## src/rtl/core/lmg_pkg.sv

```systemverilog
`timescale 1ns / 1ps
// ----------------------------------------------------------------------------
// lmg_pkg: shared types and constants of the minimal standard generator
// Widths of the request and result fields, the generator constants and
// the register map of the configuration port.
// ----------------------------------------------------------------------------
package lmg_pkg;

  localparam int SEED_W    = 31;
  localparam int VALUE_W   = 32;
  localparam int SHIFT_W   = 6;
  localparam int MULT_W    = 15;
  localparam int PRODUCT_W = SEED_W + MULT_W;
  localparam int QUOT_W    = PRODUCT_W - SEED_W;
  localparam int PADDR_W   = 3;
  localparam int PDATA_W   = 32;

  localparam logic [MULT_W-1:0] LCG_MULT   = 15'd16807;
  localparam logic [SEED_W-1:0] LCG_MOD    = 31'h7FFF_FFFF;
  localparam logic [SEED_W-1:0] SEED_RESET = 31'd1;

  // Request function codes.
  localparam logic FUNC_GENERATE = 1'b0;
  localparam logic FUNC_LOAD     = 1'b1;

  // Register index, taken from paddr above the byte offset.
  localparam logic REG_SHIFT_BITS = 1'b0;

  typedef logic signed [SHIFT_W-1:0] shift_t;
  typedef logic        [SEED_W-1:0]  seed_t;
  typedef logic signed [VALUE_W-1:0] value_t;

endpackage

```

## src/rtl/core/lmg_req_if.sv

```systemverilog
`timescale 1ns / 1ps
// ----------------------------------------------------------------------------
// lmg_req_if: request channel of the generator
// Carries the function code and the seed for a load request.
// ----------------------------------------------------------------------------
interface lmg_req_if import lmg_pkg::*; ();
  logic  valid;
  logic  ready;
  logic  func;
  seed_t seed_value;

  modport source (output valid, output func, output seed_value, input ready);
  modport sink   (input valid, input func, input seed_value, output ready);
endinterface

```

## src/rtl/core/lmg_res_if.sv

```systemverilog
`timescale 1ns / 1ps
// ----------------------------------------------------------------------------
// lmg_res_if: result channel of the generator
// Carries one generated value per generate request.
// ----------------------------------------------------------------------------
interface lmg_res_if import lmg_pkg::*; ();
  logic   valid;
  logic   ready;
  value_t value;

  modport source (output valid, output value, input ready);
  modport sink   (input valid, input value, output ready);
endinterface

```

## src/rtl/core/lmg_step.sv

```systemverilog
`timescale 1ns / 1ps
// ----------------------------------------------------------------------------
// lmg_step: one step of the generator
// Multiplies the seed by 16807, folds the product modulo 2^31-1 and
// forms the output value from the new seed and the quotient bit.
// ----------------------------------------------------------------------------
module lmg_step import lmg_pkg::*; (
  input  seed_t  seed,
  input  shift_t shift_bits,
  output seed_t  seed_next,
  output value_t value
);

  logic [PRODUCT_W-1:0] prod;
  logic [QUOT_W-1:0]    quot;
  logic [SEED_W:0]      sum;
  logic                 over;
  logic                 quot_bit;
  logic [VALUE_W-1:0]   mag;

  assign prod = PRODUCT_W'(seed) * PRODUCT_W'(LCG_MULT);
  assign quot = prod[PRODUCT_W-1:SEED_W];
  assign sum  = {1'b0, prod[SEED_W-1:0]} + (SEED_W + 1)'(quot);

  // 2^31 = 1 mod (2^31-1), so the quotient folds back in as a plain add.
  // A sum equal to the modulus is left alone.
  assign over      = sum > {1'b0, LCG_MOD};
  assign seed_next = over ? SEED_W'(sum - {1'b0, LCG_MOD}) : sum[SEED_W-1:0];
  assign quot_bit  = quot[0] ^ over;

  assign mag = VALUE_W'(seed_next);

  always_comb begin
    if (!shift_bits[SHIFT_W-1]) begin
      value = value_t'(mag >> shift_bits[SHIFT_W-2:0]);
    end else if (quot_bit) begin
      value = value_t'(VALUE_W'(0) - mag);
    end else begin
      value = value_t'(mag);
    end
  end

endmodule

```

## src/rtl/core/lehmer_minstd_generator.sv

```systemverilog
`timescale 1ns / 1ps
// ----------------------------------------------------------------------------
// lehmer_minstd_generator: minimal standard Lehmer random number generator
// Seed update r <= r*16807 mod (2^31-1), with shifted or signed output.
// ----------------------------------------------------------------------------
// Usage:
// Requests arrive on req. A generate request (func 0) advances the seed
// and returns one value on res; a load request (func 1) replaces the seed
// with seed_value and returns nothing. Results leave in request order.
// A request is registered on acceptance; when it leaves the request
// register, the step unit (constant multiply, fold and conditional
// subtract) updates the seed and loads the output register, which
// holds the value on res until it is taken. One request per cycle is
// taken in steady state while res does not stall; the seed feedback
// through the step unit sets that rate.
// When res stalls, the output register holds its value and the request
// register fills; req.ready then drops until the result is taken. Load
// requests pass through even while the output is stalled.
// shift_bits (address 0) selects a right shift of 0 to 31, or, when
// negative, signed output using the quotient bit. Reset sets the seed to
// 1 and shift_bits to 0 and empties both registers. pready is always high.
// ----------------------------------------------------------------------------
module lehmer_minstd_generator import lmg_pkg::*; (
  input  logic               clk,
  input  logic               rst,
  lmg_req_if.sink            req,
  lmg_res_if.source          res,
  input  logic               psel,
  input  logic               penable,
  input  logic               pwrite,
  input  logic [PADDR_W-1:0] paddr,
  input  logic [PDATA_W-1:0] pwdata,
  output logic [PDATA_W-1:0] prdata,
  output logic               pready
);

  shift_t shift_bits;
  seed_t  seed;
  seed_t  seed_next;

  logic   s1_valid;
  logic   s1_func;
  seed_t  s1_seed;
  logic   s1_advance;

  logic   out_valid;
  value_t out_value;

  seed_t  step_seed;
  value_t step_value;

  // Configuration port.
  assign pready = 1'b1;
  assign prdata = PDATA_W'($unsigned(shift_bits));

  always_ff @(posedge clk) begin
    if (rst) begin
      shift_bits <= '0;
    end else if (psel && penable && pwrite && pready &&
                 paddr[PADDR_W-1] == REG_SHIFT_BITS) begin
      shift_bits <= shift_t'(pwdata[SHIFT_W-1:0]);
    end
  end

  // Request register.
  assign s1_advance = s1_valid && (s1_func == FUNC_LOAD || !out_valid || res.ready);
  assign req.ready  = !s1_valid || s1_advance;

  always_ff @(posedge clk) begin
    if (rst) begin
      s1_valid <= 1'b0;
    end else if (req.ready) begin
      s1_valid <= req.valid;
    end
  end

  always_ff @(posedge clk) begin
    if (req.ready && req.valid) begin
      s1_func <= req.func;
      s1_seed <= req.seed_value;
    end
  end

  lmg_step u_step (
    .seed       (seed),
    .shift_bits (shift_bits),
    .seed_next  (step_seed),
    .value      (step_value)
  );

  always_comb begin
    seed_next = seed;
    if (s1_advance) begin
      seed_next = (s1_func == FUNC_LOAD) ? s1_seed : step_seed;
    end
  end

  always_ff @(posedge clk) begin
    if (rst) begin
      seed <= SEED_RESET;
    end else begin
      seed <= seed_next;
    end
  end

  // Output register.
  always_ff @(posedge clk) begin
    if (rst) begin
      out_valid <= 1'b0;
    end else if (s1_advance && s1_func == FUNC_GENERATE) begin
      out_valid <= 1'b1;
    end else if (res.ready) begin
      out_valid <= 1'b0;
    end
  end

  always_ff @(posedge clk) begin
    if (s1_advance && s1_func == FUNC_GENERATE) begin
      out_value <= step_value;
    end
  end

  assign res.valid = out_valid;
  assign res.value = out_value;

  // The seed comes out of reset at its reset value.
  a_seed_reset: assert property (@(posedge clk) $past(rst) |-> seed == SEED_RESET)
    else $error("seed not at reset value after reset");

  // The seed only moves when a request leaves the request register.
  a_seed_hold: assert property (@(posedge clk) disable iff (rst)
    !s1_advance |=> $stable(seed))
    else $error("seed changed without a request");

  // A nonzero seed never steps to zero.
  a_seed_nonzero: assert property (@(posedge clk) disable iff (rst)
    (s1_advance && s1_func == FUNC_GENERATE && seed != '0) |=> seed != '0)
    else $error("nonzero seed stepped to zero");

  // Every generate request that leaves the request register shows a result.
  a_gen_result: assert property (@(posedge clk) disable iff (rst)
    (s1_advance && s1_func == FUNC_GENERATE) |=> out_valid)
    else $error("generate request lost its result");

  // A load request never produces a result on its own.
  a_load_silent: assert property (@(posedge clk) disable iff (rst)
    (s1_advance && s1_func == FUNC_LOAD && !out_valid) |=> !out_valid)
    else $error("load request produced a result");

endmodule
```

## src/flat_wrapper.sv

```systemverilog
// flat-port wrapper written by rule: the top's interface ports become plain ports
module lehmer_minstd_generator_flat import lmg_pkg::*;
  (clk, rst, psel, penable, pwrite, paddr, pwdata, prdata, pready, req_valid, req_func, req_seed_value, req_ready, res_valid, res_value, res_ready);
  lmg_req_if req_i ();
  lmg_res_if res_i ();
  input  logic clk;
  input  logic rst;
  input  logic psel;
  input  logic penable;
  input  logic pwrite;
  input  logic [PADDR_W-1:0] paddr;
  input  logic [PDATA_W-1:0] pwdata;
  output logic [PDATA_W-1:0] prdata;
  output logic pready;
  input wire logic [$bits(req_i.valid)-1:0] req_valid;
  input wire logic [$bits(req_i.func)-1:0] req_func;
  input wire logic [$bits(req_i.seed_value)-1:0] req_seed_value;
  output wire logic [$bits(req_i.ready)-1:0] req_ready;
  output wire logic [$bits(res_i.valid)-1:0] res_valid;
  output wire logic [$bits(res_i.value)-1:0] res_value;
  input wire logic [$bits(res_i.ready)-1:0] res_ready;
  assign req_i.valid = req_valid;
  assign req_i.func = req_func;
  assign req_i.seed_value = req_seed_value;
  assign req_ready = req_i.ready;
  assign res_valid = res_i.valid;
  assign res_value = res_i.value;
  assign res_i.ready = res_ready;
  lehmer_minstd_generator u_core (.clk(clk), .rst(rst), .req(req_i), .res(res_i), .psel(psel), .penable(penable), .pwrite(pwrite), .paddr(paddr), .pwdata(pwdata), .prdata(prdata), .pready(pready));
endmodule
```

## config.mk

```make
export PLATFORM = sky130hd
export DESIGN_NAME = lehmer_minstd_generator_flat
export DESIGN_NICKNAME = d
export VERILOG_FILES = /design/src/rtl/core/lmg_pkg.sv /design/src/rtl/core/lmg_req_if.sv /design/src/rtl/core/lmg_res_if.sv /design/src/rtl/core/lmg_step.sv /design/src/rtl/core/lehmer_minstd_generator.sv /design/src/flat_wrapper.sv
export SDC_FILE = /design/constraint.sdc
export NUM_CORES = 1
export LEC_CHECK = 0
export BUFFER_PORTS_ARGS = -buffer_cell sky130_fd_sc_hd__buf_2
export CORE_ASPECT_RATIO = 0.6
export CORE_MARGIN = 4
export CORE_UTILIZATION = 38
export DETAILED_ROUTE_END_ITERATION = 7
export PLACE_DENSITY = 0.64
export REMOVE_ABC_BUFFERS = 1
export SLEW_MARGIN = 25
export SYNTH_ARGS = -nofsm -noshare
export SYNTH_HDL_FRONTEND = slang
export SYNTH_SLANG_ARGS = --single-unit
```

## constraint.sdc

```tcl
create_clock -name clk -period 10 [get_ports clk]
set_input_delay 0.5 -clock clk [delete_from_list [all_inputs] [get_ports clk]]
set_output_delay 0.5 -clock clk [all_outputs]
set_load 0.05 [all_outputs]
```

==> results of run 1 <==
==> worst max-delay path: cells and delay by family (launching register included) <==
kind                     cells  cell delay (ns)
flip-flops                   1             0.35
buffers and inverters       12             1.24
XOR/XNOR                     2             0.39
multiplexers                 1             0.07
AND/OR/NAND/NOR              7             1.79
AO/OA/AOI/OAI               18             2.91
adder cells (fa/ha/maj)      8             3.20
==> registers in the layout, summed over array words and instances (netlist names) <==
| register | count |
|---|---|
| u_core.shift_bits | 6 |
| u_core.s1_seed | 31 |
| u_core.res.valid | 1 |
| u_core.res.value | 32 |
| u_core.seed | 31 |
| u_core.s1_func | 1 |
| u_core.s1_valid | 1 |
==> cells by family after synthesis <==
group | after synthesis
adder cells (fa/ha/maj) | 338
other | 2
AO/OA/AOI/OAI | 395
XOR/XNOR | 115
flip-flops | 103
multiplexers | 59
AND/OR/NAND/NOR | 448
buffers and inverters | 393
==> cells in the mapped netlist, types with 15 or more instances <==
cell type and count:
inv_1 293, ha_1 204, nand2_1 151, fa_1 134, nor2_1 99, a21oi_1 98, xnor2_1 78, edfxtp_1 64
o21ai_0 62, clkbuf_1 51, mux2i_1 46, dfxtp_1 39, nand3_1 37, xor2_1 35, o211ai_1 30, buf_4 27
nor3_1 27, a211oi_1 22, o21a_1 20, a21o_1 19, and2_1 15, o22ai_1 15
==> cell type report <==
type | count | area [µm²] | area share
Clock buffer | 9 | 225.2 | 0.009963
Sequential cell | 103 | 2723 | 0.1204
Inverter | 296 | 1119 | 0.04948
Timing Repair Buffer | 550 | 4099 | 0.1813
Multi-Input combinational cell | 1382 | 13670 | 0.6048
Tap cell | 570 | 713.2 | 0.03155
Clock inverter | 7 | 55.05 | 0.002435
==> through the flow <==
stage	hold WS [ns]	setup slack, ns	cells
after floorplan	0.4839	-0.3877	1781
after global placement	0.5493	-1.129	2846
after detailed placement	0.5605	-1.057	2846
after CTS	0.2478	-0.02879	2885
after global routing	0.2539	-0.4826	2917
final	0.2593	-0.1854	2917
==> path summary, 6_finish.rpt <==
kind | from | endpoint | slack, ns | cells after the start
hold reg to reg | u_core.seed[25] | u_core.seed[25] | 0.54 | 2
setup / recovery | u_core.seed[23] | u_core.res.value[2] | -0.19 | 48
setup reg to reg | u_core.seed[23] | u_core.res.value[2] | -0.19 | 48
hold / removal | req_seed_value[20] | u_core.s1_seed[20] | 0.26 | 1
==> what timing repair did <==
action / in CTS / in global routing
resized for setup: 165 / 197
buffers inserted: 25 / 36
pin swaps: 96 / 118
endpoints found under the setup margin: 45 / 33
==> routing by layer <==
layer,vias to the layer above,GRT usage,wire (µm)
met3,70,0.1141,7800
met1,7946,0.4102,29570
li1,7324,-,-
met5,-,0,109
met2,720,0.3480,24560
met4,2,0.05947,1253
==> flow_summary_export.csv, run 1 <==
group,metric,value,unit
placed_design,dp_hpwl,50980,µm
yosys,ys_async_sr_fraction,0,
route,drt_pre_antenna_iters,6,
timing,slew_headroom,0.2708,
clocking,cts-hold-fix-buffers,0,
die,core-area,42020,µm²
yosys,seq_area_frac_synth,0.1668,
global_route,grt_pass1_wl,94850,µm
timing,period_needed,10.19,ns
route,vias,16060,
yosys,syn_inst,1853,
clocking,numCtsBuffers,9,
critical_path,cp_data_required_time,10.14,ns
yosys,synth_xor_area_frac,0.06307,
yosys,synth-simple-area-share,0.1433,
cells_and_area,fin_util,0.5380,
cells_and_area,final_cell_mix,"buf_4, inv_1, ha_1, nand2_1, fa_1",
route,drtIter0Drc,1587,
clocking,ctsLongestPathBuffers,2,
placed_design,gp_congestion,1.087,
die,die_w,274.6,µm
yosys,synth_area_per_cell,8.746,µm²
timing,hold_viol_final,0,
cells_and_area,layout-area-overhead-vs-synth,39.48,%
timing,worst_clock_skew,0.02266,ns
cells_and_area,final_common_cell,"buf_4",
cells_and_area,final_nets,2754,
global_route,grt_pass1_vias,15870,
timing,setup_violations,25,
yosys,muxShareOfSynthArea,0.03953,
timing,fin_setup_tns,-2.346,ns
route,viasPerCell,5.506,
route,wirelength,63290,µm
clocking,htree_num_levels,3,
yosys,synth_cell_type_count,97,
yosys,yosys.area.top_type,"fa_1",
global_route,grt_antenna_before_repair,0,
placed_design,port_buffers,85,
outcome,status,"finished, violations left",
die,die_h,168.0,µm
clocking,tritoncts,"built",
yosys,synth_top_area_share,0.1655,
die,row_count,58,
timing,worstMarginPinSlew,1.090,ns
yosys,synth.area.top_cells,"fa_1, ha_1, edfxtp_1",
min_path,worst_hold_path_type,"primary input to flip-flop",
route,routedWlPerCell,21.70,µm
yosys,ys.flop_type,"edfxtp_1",
yosys,synth_fa_ha_area_frac,0.3230,
clocking,clk_pin_slew,0.10,ns
placed_design,dpl_cell_area,20100,µm²
timing,rsz0062_at_grt,"yes",
clocking,cts_sinks,103,
clocking,clockRootBuffer,"clkbuf_16",
route,drc,0,
cells_and_area,stdcell_area,22610,µm²
timing,fmax,98.18,MHz
yosys,ys_ff_latch,103,
yosys,yosysWarningCount,0,
critical_path,max_stage_delay,0.59,ns
critical_path,crit_path_start_kind,"flip-flop",
global_route,grt_use_total,0.2699,
die,pin_count,141,
die,die_area,46120,µm²
yosys,synth_area,16210,µm²
yosys,synth_compound_gate_area_share,0.1651,
yosys,synth_top_family_by_area,"adder cells",
outcome,violations,"setup timing",
global_route,grt_max_degree,64,
timing,finalCritPeriodShare,1.019,
global_route,grt-ovfl-total,0,
cells_and_area,drive_gt1_frac,0.3677,
route,antenna_left,0,
critical_path,end_kind,"flip-flop",
critical_path,cp_data_arrival_time,10.32,ns
critical_path,path_class,"flip-flop to flip-flop",
clocking,clk_latency,0.41,ns
critical_path,crit_slowest_cell,"or4b_4",
yosys,synth_edf_count,64,
timing,finalMaxSlewViolations,0,
job,drv_cap,0,
critical_path,cp_max_fo,6,
die,start_util,0.3857,
timing,fin_ws,-0.1854,ns
cells_and_area,fillers,3782,
cells_and_area,diodes,0,
Power of run 1 is not shown: default switching activity piles up to over one toggle a cycle in this logic, so the estimate is an artifact.
==> run 2: changes to the inputs <==
--- a/config.mk
+++ b/config.mk
@@ -10,7 +10,7 @@
 export CORE_MARGIN = 4
 export CORE_UTILIZATION = 38
 export DETAILED_ROUTE_END_ITERATION = 7
-export PLACE_DENSITY = 0.64
+export PLACE_DENSITY = 0.62
 export REMOVE_ABC_BUFFERS = 1
 export SLEW_MARGIN = 25
 export SYNTH_ARGS = -nofsm -noshare
==> constraint.sdc (replaced) <==
create_clock -name clk -period 9.66 [get_ports clk]
set_input_delay 0.483 -clock clk [delete_from_list [all_inputs] [get_ports clk]]
set_output_delay 0.483 -clock clk [all_outputs]
set_load 0.05 [all_outputs]
==> flow_summary_export.csv, run 2 (synthesis results as in run 1) <==
group,metric,value,unit
outcome,status,"finished, violations left",
outcome,violations,"setup timing",
timing,setup_violations,33,
route,drtIter0Drc,1495,
job,drv_cap,0,
timing,fmax,97.43,MHz
route,routedWlPerCell,21.40,µm
die,die_h,168.0,µm
clocking,htree_num_levels,3,
timing,finalMaxSlewViolations,0,
critical_path,cpMostUsedCell,"buf_4",
timing,period_needed,10.26,ns
cells_and_area,final_nets,2798,
cells_and_area,diodes,0,
critical_path,cp_max_fo,7,
placed_design,dp_hpwl,50730,µm
timing,timing.hold.ws,0.2612,ns
clocking,clk_latency,0.40,ns
global_route,grt_pass1_vias,16060,
critical_path,cp_data_arrival_time,10.41,ns
cells_and_area,final_common_cell,"buf_4",
cells_and_area,drive_gt1_frac,0.3823,
critical_path,max_stage_delay,0.56,ns
cells_and_area,final-seq-area,2716,µm²
die,die_w,274.6,µm
placed_design,port_buffers,85,
timing,hold_viol_final,0,
route,vias,16080,
timing,slew_headroom,0.2768,
timing,finalCritPeriodShare,1.062,
die,start_util,0.3857,
timing,fin_ws,-0.6033,ns
critical_path,crit_path_start_kind,"flip-flop",
cells_and_area,largest_reg_flops,32,
critical_path,end_kind,"flip-flop",
clocking,clk_pin_slew,0.09,ns
placed_design,gp_congestion,1.094,
critical_path,cp_data_required_time,9.80,ns
clocking,numCtsBuffers,9,
die,pin_count,141,
timing,worst_clock_skew,0.01520,ns
global_route,grt_pass1_wl,96230,µm
timing,rsz0062_at_grt,"yes",
route,drt_pre_antenna_iters,5,
global_route,grt_use_total,0.2717,
clocking,tritoncts,"built",
global_route,grt_antenna_before_repair,0,
clocking,cts-hold-fix-buffers,0,
global_route,grt-ovfl-total,0,
route,antenna_left,0,
route,viasPerCell,5.432,
die,core-area,42020,µm²
critical_path,crit_slowest_cell,"fa_1",
critical_path,path_class,"flip-flop to flip-flop",
critical_path,cp.buffers_inverters,12,
cells_and_area,multi_input_area,13740,µm²
clocking,clockRootBuffer,"clkbuf_16",
critical_path,cp_top_family,"adder cells",
cells_and_area,fin_util,0.5486,
clocking,cts_sinks,103,
cells_and_area,layout-area-overhead-vs-synth,42.22,%
cells_and_area,final_cell_mix,"buf_4, inv_1, ha_1, nand2_1, fa_1",
timing,worstMarginPinSlew,1.081,ns
die,row_count,58,
clocking,ctsLongestPathBuffers,2,
global_route,grt_max_degree,64,
cells_and_area,fillers,3704,
route,drc,0,
die,die_area,46120,µm²
min_path,worst_hold_path_type,"primary input to flip-flop",
route,wirelength,63360,µm
timing,fin_setup_tns,-15.11,ns
[run 2: worst register-to-register path, delay by kind of cell, from the launching register on]
| family | cells | cell delay (ns) |
|---|---|---|
| AO/OA/AOI/OAI | 13 | 2.43 |
| flip-flops | 1 | 0.34 |
| XOR/XNOR | 1 | 0.21 |
| multiplexers | 1 | 0.07 |
| AND/OR/NAND/NOR | 10 | 2.43 |
| adder cells (fa/ha/maj) | 8 | 3.38 |
| buffers and inverters | 12 | 1.17 |
[run 2: routing by layer]
metal  track usage  vias to the layer above  share of wire
li1              -                     7412              -
met1        0.4220                     7942           0.48
met2        0.3698                      651           0.39
met3       0.08390                       76           0.11
met4       0.04628                        2          0.018
met5             0                        -         0.0010
[run 2: final timing paths]
check                         end  slack [ns]                from  cells after the start
max reg2reg  u_core.res.value[10]       -0.60     u_core.seed[13]                     45
min reg2reg        u_core.seed[1]        0.50      u_core.seed[1]                      2
max          u_core.res.value[10]       -0.60     u_core.seed[13]                     45
min            u_core.s1_seed[29]        0.26  req_seed_value[29]                      1
[run 2: final cells by class]
type,instances,area share
Multi-Input combinational cell,1382,0.5959
Timing Repair Buffer,594,0.1931
Sequential cell,103,0.1178
Inverter,296,0.04853
Tap cell,570,0.03094
Clock buffer,9,0.009771
Clock inverter,7,0.003854
[run 2: stage by stage]
stage          std cells  setup WS [ns]  cell area, µm²
6_report            2961        -0.6033           23050
5_1_grt             2961        -0.8273           23050
4_1_cts             2940        -0.1960           22390
3_5_place_dp        2871         -1.246           20260
3_3_place_gp        2871         -1.171           20260
2_1_floorplan       1781        -0.7277           15810
[run 2: repair_timing]
| action | 4_1_cts | 5_1_grt |
|---|---|---|
| resized for setup | 280 | 100 |
| pin swaps | 182 | 63 |
| setup endpoints to repair | 51 | 47 |
| hold endpoints to repair | 0 | 0 |
| setup buffers | 55 | 29 |
Power of run 2 is left out for the same reason.
